<file path="config.mk">
export PLATFORM = sky130hd
export DESIGN_NAME = erud_ctrl
export DESIGN_NICKNAME = d
export VERILOG_FILES = /design/src/design/erud_pkg.sv /design/src/design/erud_ctrl.sv
export SDC_FILE = /design/constraint.sdc
export NUM_CORES = 1
export LEC_CHECK = 0
export BUFFER_PORTS_ARGS = -buffer_cell sky130_fd_sc_hd__buf_2
export CAP_MARGIN = 0
export CORE_AREA = 2 2 39 41
export DETAILED_ROUTE_END_ITERATION = 7
export DIE_AREA = 0 0 41 43
export GPL_TIMING_DRIVEN = 1
export PLACE_DENSITY = 0.5
export SKIP_LAST_GASP = 1
export SLEW_MARGIN = 20
export SYNTH_ARGS = -nofsm -noshare
export SYNTH_HDL_FRONTEND = slang
export SYNTH_SLANG_ARGS = --single-unit
</file>
<file path="constraint.sdc">
create_clock -name clk -period 1.89 [get_ports clk]
set_input_delay 0.0945 -clock clk [delete_from_list [all_inputs] [get_ports clk]]
set_output_delay 0.0945 -clock clk [all_outputs]
set_load 0.01 [all_outputs]
</file>
<file path="src/design/erud_pkg.sv">
package erud_pkg;

	localparam int ROWS_DEF = 1024;
	localparam int DIM_DEF  = 128;

	localparam int FUNC_W    = 2;
	localparam int ROW_W     = 10;
	localparam int COL_W     = 7;
	localparam int WORD_W    = 32;
	localparam int PROD_W    = 64;
	// Q16.48 rounded to Q8.24 keeps 41 significant bits
	localparam int RND_W     = 41;
	localparam int SUM_W     = 42;

	localparam logic [FUNC_W-1:0] FUNC_WRITE  = 2'd0;
	localparam logic [FUNC_W-1:0] FUNC_UPDATE = 2'd1;
	localparam logic [FUNC_W-1:0] FUNC_READ   = 2'd2;
	localparam logic [FUNC_W-1:0] FUNC_DOT    = 2'd3;

	typedef struct packed {
		logic [FUNC_W-1:0]        func;
		logic [ROW_W-1:0]         row;
		logic [COL_W-1:0]         col;
		logic signed [WORD_W-1:0] operand;
		logic signed [WORD_W-1:0] scale;
		logic                     last;
	} item_t;

	typedef struct packed {
		logic signed [WORD_W-1:0] value;
		logic                     done_res;
		logic                     saturated;
	} res_t;

	typedef struct packed {
		logic load;     // take the accepted word
		logic rd;       // read the table entry
		logic wr_item;  // store operand into the table
		logic mul;      // form the product
		logic acc;      // add product into the dot accumulator
		logic rnd;      // round product or accumulator to Q8.24
		logic rnd_acc;  // round source is the accumulator
		logic sum;      // final add and saturate
		logic emit;     // load the result register
	} cmd_t;

	typedef struct packed {
		logic [FUNC_W-1:0] func;
		logic              last;
		logic              out_free;
	} sts_t;

endpackage

</file>
<file path="src/design/erud_ctrl.sv">
module erud_ctrl (
	input  logic            clk,
	input  logic            arst_n,
	input  logic            item_valid,
	output logic            item_stall,
	input  erud_pkg::sts_t  sts,
	output erud_pkg::cmd_t  cmd
);

	localparam logic [2:0] ST_IDLE = 3'd0;
	localparam logic [2:0] ST_READ = 3'd1;
	localparam logic [2:0] ST_MUL  = 3'd2;
	localparam logic [2:0] ST_ACC  = 3'd3;
	localparam logic [2:0] ST_RND  = 3'd4;
	localparam logic [2:0] ST_SUM  = 3'd5;
	localparam logic [2:0] ST_EMIT = 3'd6;

	logic [2:0] state_q;
	logic [2:0] state_d;

	assign item_stall = (state_q != ST_IDLE);

	always_comb begin
		state_d = state_q;
		cmd     = '0;
		unique case (state_q)
			ST_IDLE: begin
				if (item_valid) begin
					cmd.load = 1'b1;
					state_d  = ST_READ;
				end
			end
			ST_READ: begin
				if (sts.func == erud_pkg::FUNC_WRITE) begin
					cmd.wr_item = 1'b1;
					state_d     = ST_EMIT;
				end else begin
					cmd.rd  = 1'b1;
					state_d = ST_MUL;
				end
			end
			ST_MUL: begin
				cmd.mul = 1'b1;
				state_d = (sts.func == erud_pkg::FUNC_DOT) ? ST_ACC : ST_RND;
			end
			ST_ACC: begin
				cmd.acc = 1'b1;
				state_d = sts.last ? ST_RND : ST_EMIT;
			end
			ST_RND: begin
				cmd.rnd     = 1'b1;
				cmd.rnd_acc = (sts.func == erud_pkg::FUNC_DOT);
				state_d     = ST_SUM;
			end
			ST_SUM: begin
				cmd.sum = 1'b1;
				state_d = ST_EMIT;
			end
			ST_EMIT: begin
				if (sts.out_free) begin
					cmd.emit = 1'b1;
					state_d  = ST_IDLE;
				end
			end
			default: begin
				state_d = ST_IDLE;
			end
		endcase
	end

	always_ff @(posedge clk or negedge arst_n) begin
		if (!arst_n) begin
			state_q <= ST_IDLE;
		end else begin
			state_q <= state_d;
		end
	end

endmodule

</file>
==> impl_summary.log, run 1 <==
[metrics] largest net degree at the start of global routing: 13
[metrics] cell row count: 14
[metrics] Max rail drop VDD: between 0.0004 and 0.0005 V
[metrics] FF-to-FF setup slack: 0.79 ns
[metrics] largest area contributor in the synthesized netlist: sky130_fd_sc_hd__dfrtp_1
[metrics] Setup Skew: 0.002880 ns
[metrics] Multi-input gate area: around 170 µm²
[metrics] total via count in the routed design: 291
[metrics] height of the die: between 40 and 50 µm
[metrics] most numerous cell in the Yosys netlist: sky130_fd_sc_hd__nor2_1
[metrics] Net Sw Frac: approximately two fifths
[metrics] Maximum Capacitance Violations: 0
[metrics] synth top area cells: sky130_fd_sc_hd__dfrtp_1 27%, sky130_fd_sc_hd__buf_6 8.2%, sky130_fd_sc_hd__nor2_1 6.8%, sky130_fd_sc_hd__or3_4 4.1%, sky130_fd_sc_hd__or3b_4 4.1%
[metrics] final cycle utilization of the critical path: around 79%
[metrics] Vias/cell: ~4.3
[metrics] internal portion of total power: ~320 µW
[metrics] final weighted congestion in routability-driven placement: 0.6918
[metrics] Hold Violations, Final: 0
[metrics] critical path depth in cells: 3
[metrics] Mapped Area: 274.0 µm²
[metrics] per-instance average area after synthesis: between 8 and 9 µm²
[metrics] syn nets: 40
[metrics] critical path data required time: 1.80 ns
[metrics] Max Slew Vio Count: 0
[metrics] ratio of total power to cell area: 1433 nW/µm²
[metrics] routed wirelength normalized by instance count: 9.507 µm
[metrics] vias in the first global route: 275
[metrics] worst path bufs/invs: 1
[metrics] final worst-path setup slack: just over 0.4 ns
[metrics] P_sw: between 200 and 250 µW
[metrics] Slew Limit Headroom: between 80% and 90%
[metrics] crit-path max cell delay: 0.48 ns
[metrics] Crit. End Element: output pin
[metrics] Critical path origin: state_q[0]
[metrics] starting density of the core: 19.80%
[metrics] outcome: finished, final reports clean
[metrics] post-synthesis instance total: 33
[metrics] Total Neg Setup Slack: 0 ns
[metrics] portion of synthesized cell area occupied by the leading cell type: between 20% and 30%
[metrics] first-pass iteration count of the detailed router: 2
[metrics] M2 GR Usage: between 10% and 20%
[metrics] clock tree from TritonCTS: yes
[metrics] global route overflow: 0
[metrics] Post-CTS Setup Inserts: 0
[metrics] FF-to-FF End: state_q[1]
[metrics] class of the tightest hold or removal check: in2async
[metrics] area growth from synthesis to final layout: 38.81%
[metrics] boundary pin count: 17
[metrics] buffer depth of the longest clock path: 2
[metrics] total setup violations reported at the end of the flow: 0
[metrics] global-route wire length before repair: approximately 1200 µm
[metrics] number of synthesized flops with an enable pin: 0
[metrics] number of synthesis warnings: 0
[metrics] max reg flops: 3
[metrics] sequential cell area: roughly 75 µm²
[metrics] sequential element share of the synthesized area: a little over a quarter
[metrics] global routing usage on met3: approximately 3.1%
[metrics] Reg-to-Reg Start: state_q[2]
[metrics] Most Used Layer, Global Route: met2
[metrics] clock root buffer master: sky130_fd_sc_hd__clkbuf_4
[metrics] top fanout value on the critical path: 11
[metrics] antenna cell count: 0
[metrics] global router's overall resource usage: 10.65%
[metrics] CTS Buf Count: 3
[metrics] initial antenna violation count: 0
[metrics] count of nets after finishing: around 60
[metrics] final routed wirelength across all metal layers: 637 µm
[metrics] Cell Chain, Critical Path: or3b_4 > nor3_2 > buf_2
[metrics] quantity of gates resized following cts: 0
[metrics] clock sink count: 3
[metrics] largest register by flop count: state_q
[metrics] WHS: ~0.19 ns
[metrics] slowest cell on the critical path: sky130_fd_sc_hd__dfrtp_1
[metrics] part of the power in the clock network: between 20% and 30%
[metrics] met1 usage in global routing: a little under an eighth
[metrics] CTS H-tree lvls: 1
[metrics] fill cell total of the finished layout: between 150 and 200
[metrics] quantity of hold-fixing buffers added after cts: 1
[metrics] pin slew with the least headroom to its limit: approximately 0.29 ns
[metrics] category of the most critical setup path: reg2out
[metrics] number of buffers inserted by port buffering: 16
[metrics] antenna violation net count after detailed routing: 0
[metrics] DRC violation total after the first TritonRoute iteration: 1
[metrics] Primary FF master, synth: sky130_fd_sc_hd__dfrtp_1
[metrics] category of cells accounting for the largest share of critical-path delay: simple AND/OR/NAND/NOR gates
[metrics] depth of the worst register-to-register path: 3
[metrics] crit path capture: cmd[6]
[metrics] latest clock arrival within the worst-skew pair: roughly 0.23 ns
[metrics] core outline area: 1384 µm²
[metrics] count of unresolved DRC violations after routing: 0
[metrics] WP data arrival: 1.39 ns
[metrics] DIE WIDTH: just over 40 µm
[metrics] clock period minus worst slack: roughly 1.5 ns
[metrics] Die ar.: 1763 µm²
[metrics] standby leakage power: 0.2010 nW
[metrics] Place WS: around 0.64 ns
[metrics] kind of start point of the critical path: flip-flop
[metrics] Largest regs: state_q (3)
[metrics] clock input transition at the sequential cells of the worst setup and hold paths: approximately 0.040 ns
[metrics] leading cell types by count after synthesis: 5 x sky130_fd_sc_hd__nor2_1, 3 x sky130_fd_sc_hd__dfrtp_1
[metrics] total power draw: ~540 µW
[metrics] share of post-route cells with drive strength above 1: between 40% and 50%
[metrics] highest attainable clock frequency: 672.2 MHz
[metrics] post-detailed-placement half-perimeter wirelength: 477.8 µm
[metrics] RSZ-0062 raised after global routing: no
[metrics] post-synthesis cell type count: 23
[metrics] number of synthesized register bits: 3
[metrics] power share of the sequential group: between 30% and 40%
[metrics] async set-reset flop share out of synthesis: 100.0%
[metrics] relative contribution of combinational cells to total power: 48.1%
## stage by stage
step / util (%) / instance area [µm²] / cells
finish: 27.49 / 380.4 / 67
detailed placement: 24.86 / 344.1 / 62
CTS: 27.49 / 380.4 / 67
floorplan: - / 274.0 / 33
global route: 27.49 / 380.4 / 67
global placement: 24.86 / 344.1 / 62
## worst min path at each step
stage,startpoint,end,cells past startpoint
after floorplan,arst_n,state_q[0],0
after global placement,arst_n,state_q[1],1
after detailed placement,arst_n,state_q[1],1
after CTS,arst_n,state_q[0],2
after global routing,arst_n,state_q[0],2
final,arst_n,state_q[0],2
## power groups by stage
stage	clock network, mW	logic [mW]	registers [mW]
after floorplan	0	0.286	0.111
after global placement	0	0.264	0.178
after detailed placement	0	0.264	0.175
after CTS	0.117	0.268	0.174
after global routing	0.125	0.297	0.188
final	0.111	0.262	0.172
## layer usage
metal	wire, µm	share of wire (%)
met1	258	41
met2	308	48
met4	19	3.0
met5	0	0
met3	50	7.8
## logic make-up after synthesis
family / share of synthesized area, %
simple gates: 44.30
compound gates: 15.98
buf+inv: 12.33
flops: 27.40
## cells in the final DEF, fill, tap and decap left out, types with 2 or more instances in the layout
cell type and instances:
sky130_fd_sc_hd__dfrtp_1 3, sky130_fd_sc_hd__a21oi_1 2, sky130_fd_sc_hd__nand2_1 2, sky130_fd_sc_hd__clkbuf_4 3, sky130_fd_sc_hd__nor2_1 5, sky130_fd_sc_hd__o21ai_0 2
sky130_fd_sc_hd__buf_2 16
## final cells by class
cell class                 count  share of cell area [%]
clock buffer                   4                   6.908
inverter                       1                  0.9868
multi-input combinational     26                   43.42
sequential                     3                   19.74
tap                           16                   5.263
timing repair buffer          17                   23.68
Note: power is estimated with default switching activity, not from simulation.
==> run 2, diff against run 1 <==
Clock period 1.89 ns to 1.5 ns, I/O delays scaled along.
==> run 2 against run 1 <==
Against the previous run: critical path depth unchanged; total power up 42%; die area unchanged; clock power up 27%; largest power group unchanged; highest routed layer unchanged.
==> impl_summary.log, run 2 (synthesized netlist as in run 1, its figures left out) <==
[metrics] outcome: finished, final reports clean
[metrics] global-route wire length before repair: 1131 µm (-4.1%)
[metrics] count of nets after finishing: 63 (+6.8%)
[metrics] FF-to-FF End: state_q[1]
[metrics] Multi-input gate area: 165.2 µm² (unchanged)
[metrics] clock period minus worst slack: between 1 and 1.5 ns
[metrics] fill cell total of the finished layout: 160 (-1.8%)
[metrics] vias in the first global route: 281 (+2.2%)
[metrics] antenna cell count: 0 (unchanged)
[metrics] height of the die: 43 µm (unchanged)
[metrics] DIE WIDTH: 41 µm (unchanged)
[metrics] cell row count: 14 (unchanged)
[metrics] final cycle utilization of the critical path: 93.78%
[metrics] starting density of the core: 19.80% (unchanged)
[metrics] Reg-to-Reg Start: state_q[2]
[metrics] Crit. End Element: output pin
[metrics] total setup violations reported at the end of the flow: 0 (unchanged)
[metrics] total via count in the routed design: 304 (+4.5%)
[metrics] Die ar.: 1763 µm² (unchanged)
[metrics] Placed Cells incl. Taps: 62 (unchanged)
[metrics] class of the tightest hold or removal check: in2async
[metrics] WP data arrival: 1.33 ns (-0.06 ns)
[metrics] initial antenna violation count: 0 (unchanged)
[metrics] Max rail drop VDD: 0.0005750 V (+32%)
[metrics] clock sink count: 3 (unchanged)
[metrics] pin slew with the least headroom to its limit: 0.2296 ns (-0.05747 ns)
[metrics] top library cells by usage in the layout, fill and taps aside: 16 x sky130_fd_sc_hd__buf_2, 5 x sky130_fd_sc_hd__nor2_1, 4 x sky130_fd_sc_hd__buf_4
[metrics] Largest regs: state_q (3)
[metrics] buffer depth of the longest clock path: 2 (unchanged)
[metrics] sequential cell area: 78.83 µm² (+5.0%)
[metrics] top fanout value on the critical path: 7 (-4)
[metrics] FF-to-FF setup slack: 0.36 ns (-0.43 ns)
[metrics] ratio of total power to cell area: 1872 nW/µm² (+31%)
[metrics] Cell Area, Placed: 344.1 µm² (unchanged)
[metrics] global route overflow: 0 (unchanged)
[metrics] first-pass iteration count of the detailed router: 1 (-1)
[metrics] antenna violation net count after detailed routing: 0 (unchanged)
[metrics] post-route non-filler standard cell count: 71 (+6.0%)
[metrics] Vias/cell: 4.282 (-1.4%)
[metrics] final routed wirelength across all metal layers: 701 µm (+10%)
[metrics] Max Slew Vio Count: 0 (unchanged)
[metrics] count of unresolved DRC violations after routing: 0 (unchanged)
[metrics] core outline area: 1384 µm² (unchanged)
[metrics] highest attainable clock frequency: about 700 MHz
[metrics] CTS H-tree lvls: 1 (unchanged)
[metrics] Total Neg Setup Slack: 0 ns (unchanged)
[metrics] largest net degree at the start of global routing: 13 (unchanged)
[metrics] Setup Skew: 0.003309 ns (+0.0004287 ns)
[metrics] RSZ-0062 raised after global routing: no
[metrics] number of buffers inserted by port buffering: 16 (unchanged)
[metrics] Hold Violations, Final: 0 (unchanged)
[metrics] boundary pin count: 17 (unchanged)
[metrics] depth of the worst register-to-register path: 4 (+1)
[metrics] Slew Limit Headroom: 84.66% (+3.8 points)
[metrics] most common cell after layout, fill and taps aside: sky130_fd_sc_hd__buf_2
[metrics] CTS Buf Count: 3 (unchanged)
[metrics] kind of start point of the critical path: flip-flop
[metrics] max reg flops: 3 (unchanged)
[metrics] area growth from synthesis to final layout: 51.14%
[metrics] post-layout utilization of the core: 29.93% (+2.4 points)
[metrics] share of post-route cells with drive strength above 1: 54.55% (+9.4 points)
[metrics] global router's overall resource usage: 9.950% (-0.70 points)
[metrics] critical path data required time: 1.42 ns (-0.38 ns)
[metrics] largest register by flop count: state_q
[metrics] total power draw: 775.1 µW (+42%)
[metrics] clock root buffer master: sky130_fd_sc_hd__clkbuf_4
[metrics] latest clock arrival within the worst-skew pair: 0.23 ns (about the same)
[metrics] clock tree from TritonCTS: yes
[metrics] clock input transition at the sequential cells of the worst setup and hold paths: 0.04 ns (about the same)
[metrics] category of the most critical setup path: reg2out
[metrics] final weighted congestion in routability-driven placement: 0.6910 (-0.12%)
[metrics] standby leakage power: 0.2175 nW (+8.2%)
[metrics] routed wirelength normalized by instance count: 9.873 µm (+3.8%)
[metrics] DRC violation total after the first TritonRoute iteration: 0 (-1)
[metrics] post-route cell area: 414.1 µm² (+8.9%)
[metrics] Maximum Capacitance Violations: 0 (unchanged)
==> run 2: worst max path at each step <==
stage          cells after the start     end       start
6_report                           3  cmd[6]  state_q[1]
5_1_grt                            3  cmd[6]  state_q[1]
4_1_cts                            3  cmd[6]  state_q[0]
3_5_place_dp                       3  cmd[6]  state_q[0]
3_3_place_gp                       3  cmd[6]  state_q[0]
2_1_floorplan                      3  cmd[2]  state_q[0]
==> run 2: power by group <==
part / total, mW / switching, mW / internal (mW)
logic: 0.421 / 0.180 / 0.241
registers: 0.213 / 0.0830 / 0.130
clock network: 0.141 / 0.0411 / 0.0996
==> run 2: timing repair <==
action,CTS,global route
setup endpoints to repair,0,3
hold endpoints to repair,3,0
buffers inserted,0,4
hold buffers,1,0
gates resized for setup,0,3
==> run 2: layout make-up <==
cell class	count	area share, %
Sequential cell	3	19.03
Tap cell	16	4.834
Timing Repair Buffer	21	29.00
Multi-Input combinational cell	26	39.88
Clock buffer	4	6.344
Inverter	1	0.9063
==> run 2: per-layer routing <==
layer	track usage (%)	up-vias	wire (µm)
met5	0	-	0
met4	10.00	0	14
met3	3.141	2	55
met2	14.06	13	356
met1	10.65	133	274
li1	-	156	-
==> run 2: critical path, cell delays in order, from the launching register on <==
cell and delay, ns:
sky130_fd_sc_hd__dfrtp_2 0.44, sky130_fd_sc_hd__or3b_4 0.41, sky130_fd_sc_hd__nor3_2 0.10, sky130_fd_sc_hd__buf_2 0.15
==> run 2: through the flow <==
step / hold WS, ns / worst slack [ns]
floorplan: -0.2206 / 0.3050
global placement: -0.1272 / 0.2828
detailed placement: -0.1254 / 0.2699
CTS: 0.1533 / 0.01133
global route: 0.1733 / 0.0004070
finish: 0.1616 / 0.09325
==> run 3, diff against run 2 <==
Settings changed: BUFFER_PORTS_ARGS -buffer_cell sky130_fd_sc_hd__buf_2 to -buffer_cell sky130_fd_sc_hd__clkbuf_2, RECOVER_POWER set to 25.
==> run 3 against run 2 <==
Against the previous run: combinational power shrank 11%; cell count fell by 2.8%; register-to-register slack better by 0.07 ns; utilization shrank 1.2 points; clock skew decreased by 0.0013 ns; sequential share of layout area grew 0.78 points; design area decreased by 3.9%; non-clock buffer count down 2.
==> impl_summary.log, run 3 (synthesized netlist as in run 1, its figures left out) <==
[metrics] outcome: finished, final reports clean
[metrics] standby leakage power: 0.2005 nW (-7.8%)
[metrics] Slew Limit Headroom: 83.72% (-0.94 points)
[metrics] first-pass iteration count of the detailed router: 3 (+2)
[metrics] DRC violation total after the first TritonRoute iteration: 3 (+3)
[metrics] Max Slew Vio Count: 0 (unchanged)
[metrics] WHS: 0.1756 ns (+0.01396 ns)
[metrics] Multi-input gate area: 165.2 µm² (unchanged)
[metrics] crit-path max cell delay: 0.45 ns (about the same)
[metrics] clock input transition at the sequential cells of the worst setup and hold paths: 0.04 ns (about the same)
[metrics] number of buffers inserted by port buffering: 16 (unchanged)
[metrics] post-route non-filler standard cell count: 69 (-2.8%)
[metrics] Placed Cells incl. Taps: 62 (unchanged)
[metrics] cell row count: 14 (unchanged)
[metrics] CTS H-tree lvls: 1 (unchanged)
[metrics] Reg-to-Reg Start: state_q[1]
[metrics] post-route cell area: 397.9 µm² (-3.9%)
[metrics] area growth from synthesis to final layout: 45.21%
[metrics] sequential cell area: 78.83 µm² (unchanged)
[metrics] Largest regs: state_q (3)
[metrics] buffer depth of the longest clock path: 2 (unchanged)
[metrics] CTS Buf Count: 3 (unchanged)
[metrics] class of the tightest hold or removal check: in2async
[metrics] final cycle utilization of the critical path: 94.82% (+1.0 points)
[metrics] antenna cell count: 0 (unchanged)
[metrics] Vias/cell: 4.449 (+3.9%)
[metrics] boundary pin count: 17 (unchanged)
[metrics] global-route wire length before repair: 1138 µm (+0.62%)
[metrics] share of post-route cells with drive strength above 1: 50.94% (-3.6 points)
[metrics] count of unresolved DRC violations after routing: 0 (unchanged)
[metrics] largest net degree at the start of global routing: 13 (unchanged)
[metrics] Hold Violations, Final: 0 (unchanged)
[metrics] largest register by flop count: state_q
[metrics] global route overflow: 0 (unchanged)
[metrics] count of nets after finishing: 61 (-3.2%)
[metrics] Crit. End Element: output pin
[metrics] DIE WIDTH: 41 µm (unchanged)
[metrics] height of the die: 43 µm (unchanged)
[metrics] initial antenna violation count: 0 (unchanged)
[metrics] max reg flops: 3 (unchanged)
[metrics] Setup Skew: 0.002014 ns (-0.001295 ns)
[metrics] ratio of total power to cell area: 1870 nW/µm² (about the same)
[metrics] final weighted congestion in routability-driven placement: 0.6949 (+0.56%)
[metrics] Cell Area, Placed: 344.1 µm² (unchanged)
[metrics] Die ar.: 1763 µm² (unchanged)
[metrics] final worst-path setup slack: 0.07776 ns (-0.01549 ns)
[metrics] WP data arrival: 1.35 ns (+0.02 ns)
[metrics] Maximum Capacitance Violations: 0 (unchanged)
[metrics] depth of the worst register-to-register path: 4 (unchanged)
[metrics] most common cell after layout, fill and taps aside: sky130_fd_sc_hd__clkbuf_2
[metrics] antenna violation net count after detailed routing: 0 (unchanged)
[metrics] FF-to-FF setup slack: 0.43 ns (+0.07 ns)
[metrics] Place WS: 0.2639 ns (-0.006004 ns)
[metrics] final routed wirelength across all metal layers: 686 µm (-2.1%)
[metrics] Total Neg Setup Slack: 0 ns (unchanged)
[metrics] total power draw: 744.1 µW (-4.0%)
[metrics] post-detailed-placement half-perimeter wirelength: slightly below 500 µm
[metrics] slowest cell on the critical path: sky130_fd_sc_hd__dfrtp_2
[metrics] pin slew with the least headroom to its limit: 0.2436 ns (+0.01405 ns)
[metrics] post-layout utilization of the core: 28.75% (-1.2 points)
[metrics] Max rail drop VDD: 0.0006059 V (+5.4%)
[metrics] clock period minus worst slack: 1.422 ns (+0.01549 ns)
[metrics] total setup violations reported at the end of the flow: 0 (unchanged)
[metrics] core outline area: 1384 µm² (unchanged)
[metrics] Cell Chain, Critical Path: or3b_4 > nor3_2 > clkbuf_2
[metrics] routed wirelength normalized by instance count: 9.942 µm (+0.70%)
[metrics] clock tree from TritonCTS: yes
[metrics] kind of start point of the critical path: flip-flop
[metrics] top library cells by usage in the layout, fill and taps aside: 15 x sky130_fd_sc_hd__clkbuf_2, 5 x sky130_fd_sc_hd__nor2_1, 3 x sky130_fd_sc_hd__clkbuf_4, 3 x sky130_fd_sc_hd__dfrtp_2
[metrics] latest clock arrival within the worst-skew pair: 0.23 ns (about the same)
[metrics] RSZ-0062 raised after global routing: no
[metrics] global router's overall resource usage: 10.05% (+0.10 points)
[metrics] category of the most critical setup path: reg2out
[metrics] top fanout value on the critical path: 8 (+1)
[metrics] highest attainable clock frequency: 703.1 MHz (-1.1%)
[metrics] critical path data required time: 1.42 ns (about the same)
[metrics] FF-to-FF End: state_q[2]
[metrics] fill cell total of the finished layout: 167 (+4.4%)
[metrics] total via count in the routed design: 307 (+0.99%)
[metrics] clock root buffer master: sky130_fd_sc_hd__clkbuf_4
[metrics] starting density of the core: 19.80% (unchanged)
[metrics] vias in the first global route: 281 (unchanged)
[metrics] clock sink count: 3 (unchanged)
-- run 3: worst max-delay path by stage --
stage	from	to	slack, ns	cells past startpoint
global route	state_q[2]	cmd[6]	0.001	3
detailed placement	state_q[0]	cmd[6]	0.26	3
finish	state_q[1]	cmd[6]	0.08	3
global placement	state_q[0]	cmd[6]	0.27	3
floorplan	state_q[0]	cmd[2]	0.31	3
CTS	state_q[0]	cmd[6]	0.004	3
-- run 3: layer usage --
metal,track usage [%],up-vias,part of all wire [%]
li1,-,154,-
met3,3.141,2,6.0
met5,0,-,0
met1,10.97,136,42
met4,10.00,0,2.8
met2,14.06,15,49
-- run 3: worst max-delay path, delay by kind of cell, from the launching register on --
family,cells,cell delay [ns]
and+or+nand+nor,2,0.53
DFF,1,0.45
buffers and inverters,1,0.15
-- run 3: timing repair --
item | 4_1_cts | 5_1_grt
endpoints found under the setup margin | 0 | 4
endpoints found under the hold margin | 3 | 0
hold buffers | 1 | 0
buffers inserted | 0 | 2
resized for setup | 0 | 3
-- run 3: final cells by class --
cell class / instances / share of cell area (%)
repair buffers: 19 / 26.10
inverters: 1 / 0.9434
well taps: 16 / 5.031
clock buffers: 4 / 6.604
multi-input cells: 26 / 41.51
flip-flops and latches: 3 / 19.81
-- run 3: power by group --
part           leakage (nW)  internal (mW)  switching [mW]  total [mW]
Clock                0.0150         0.0996          0.0406       0.140
Combinational         0.153          0.209           0.166       0.375
Sequential           0.0328          0.130          0.0985       0.229
Total                 0.200          0.439           0.305       0.744
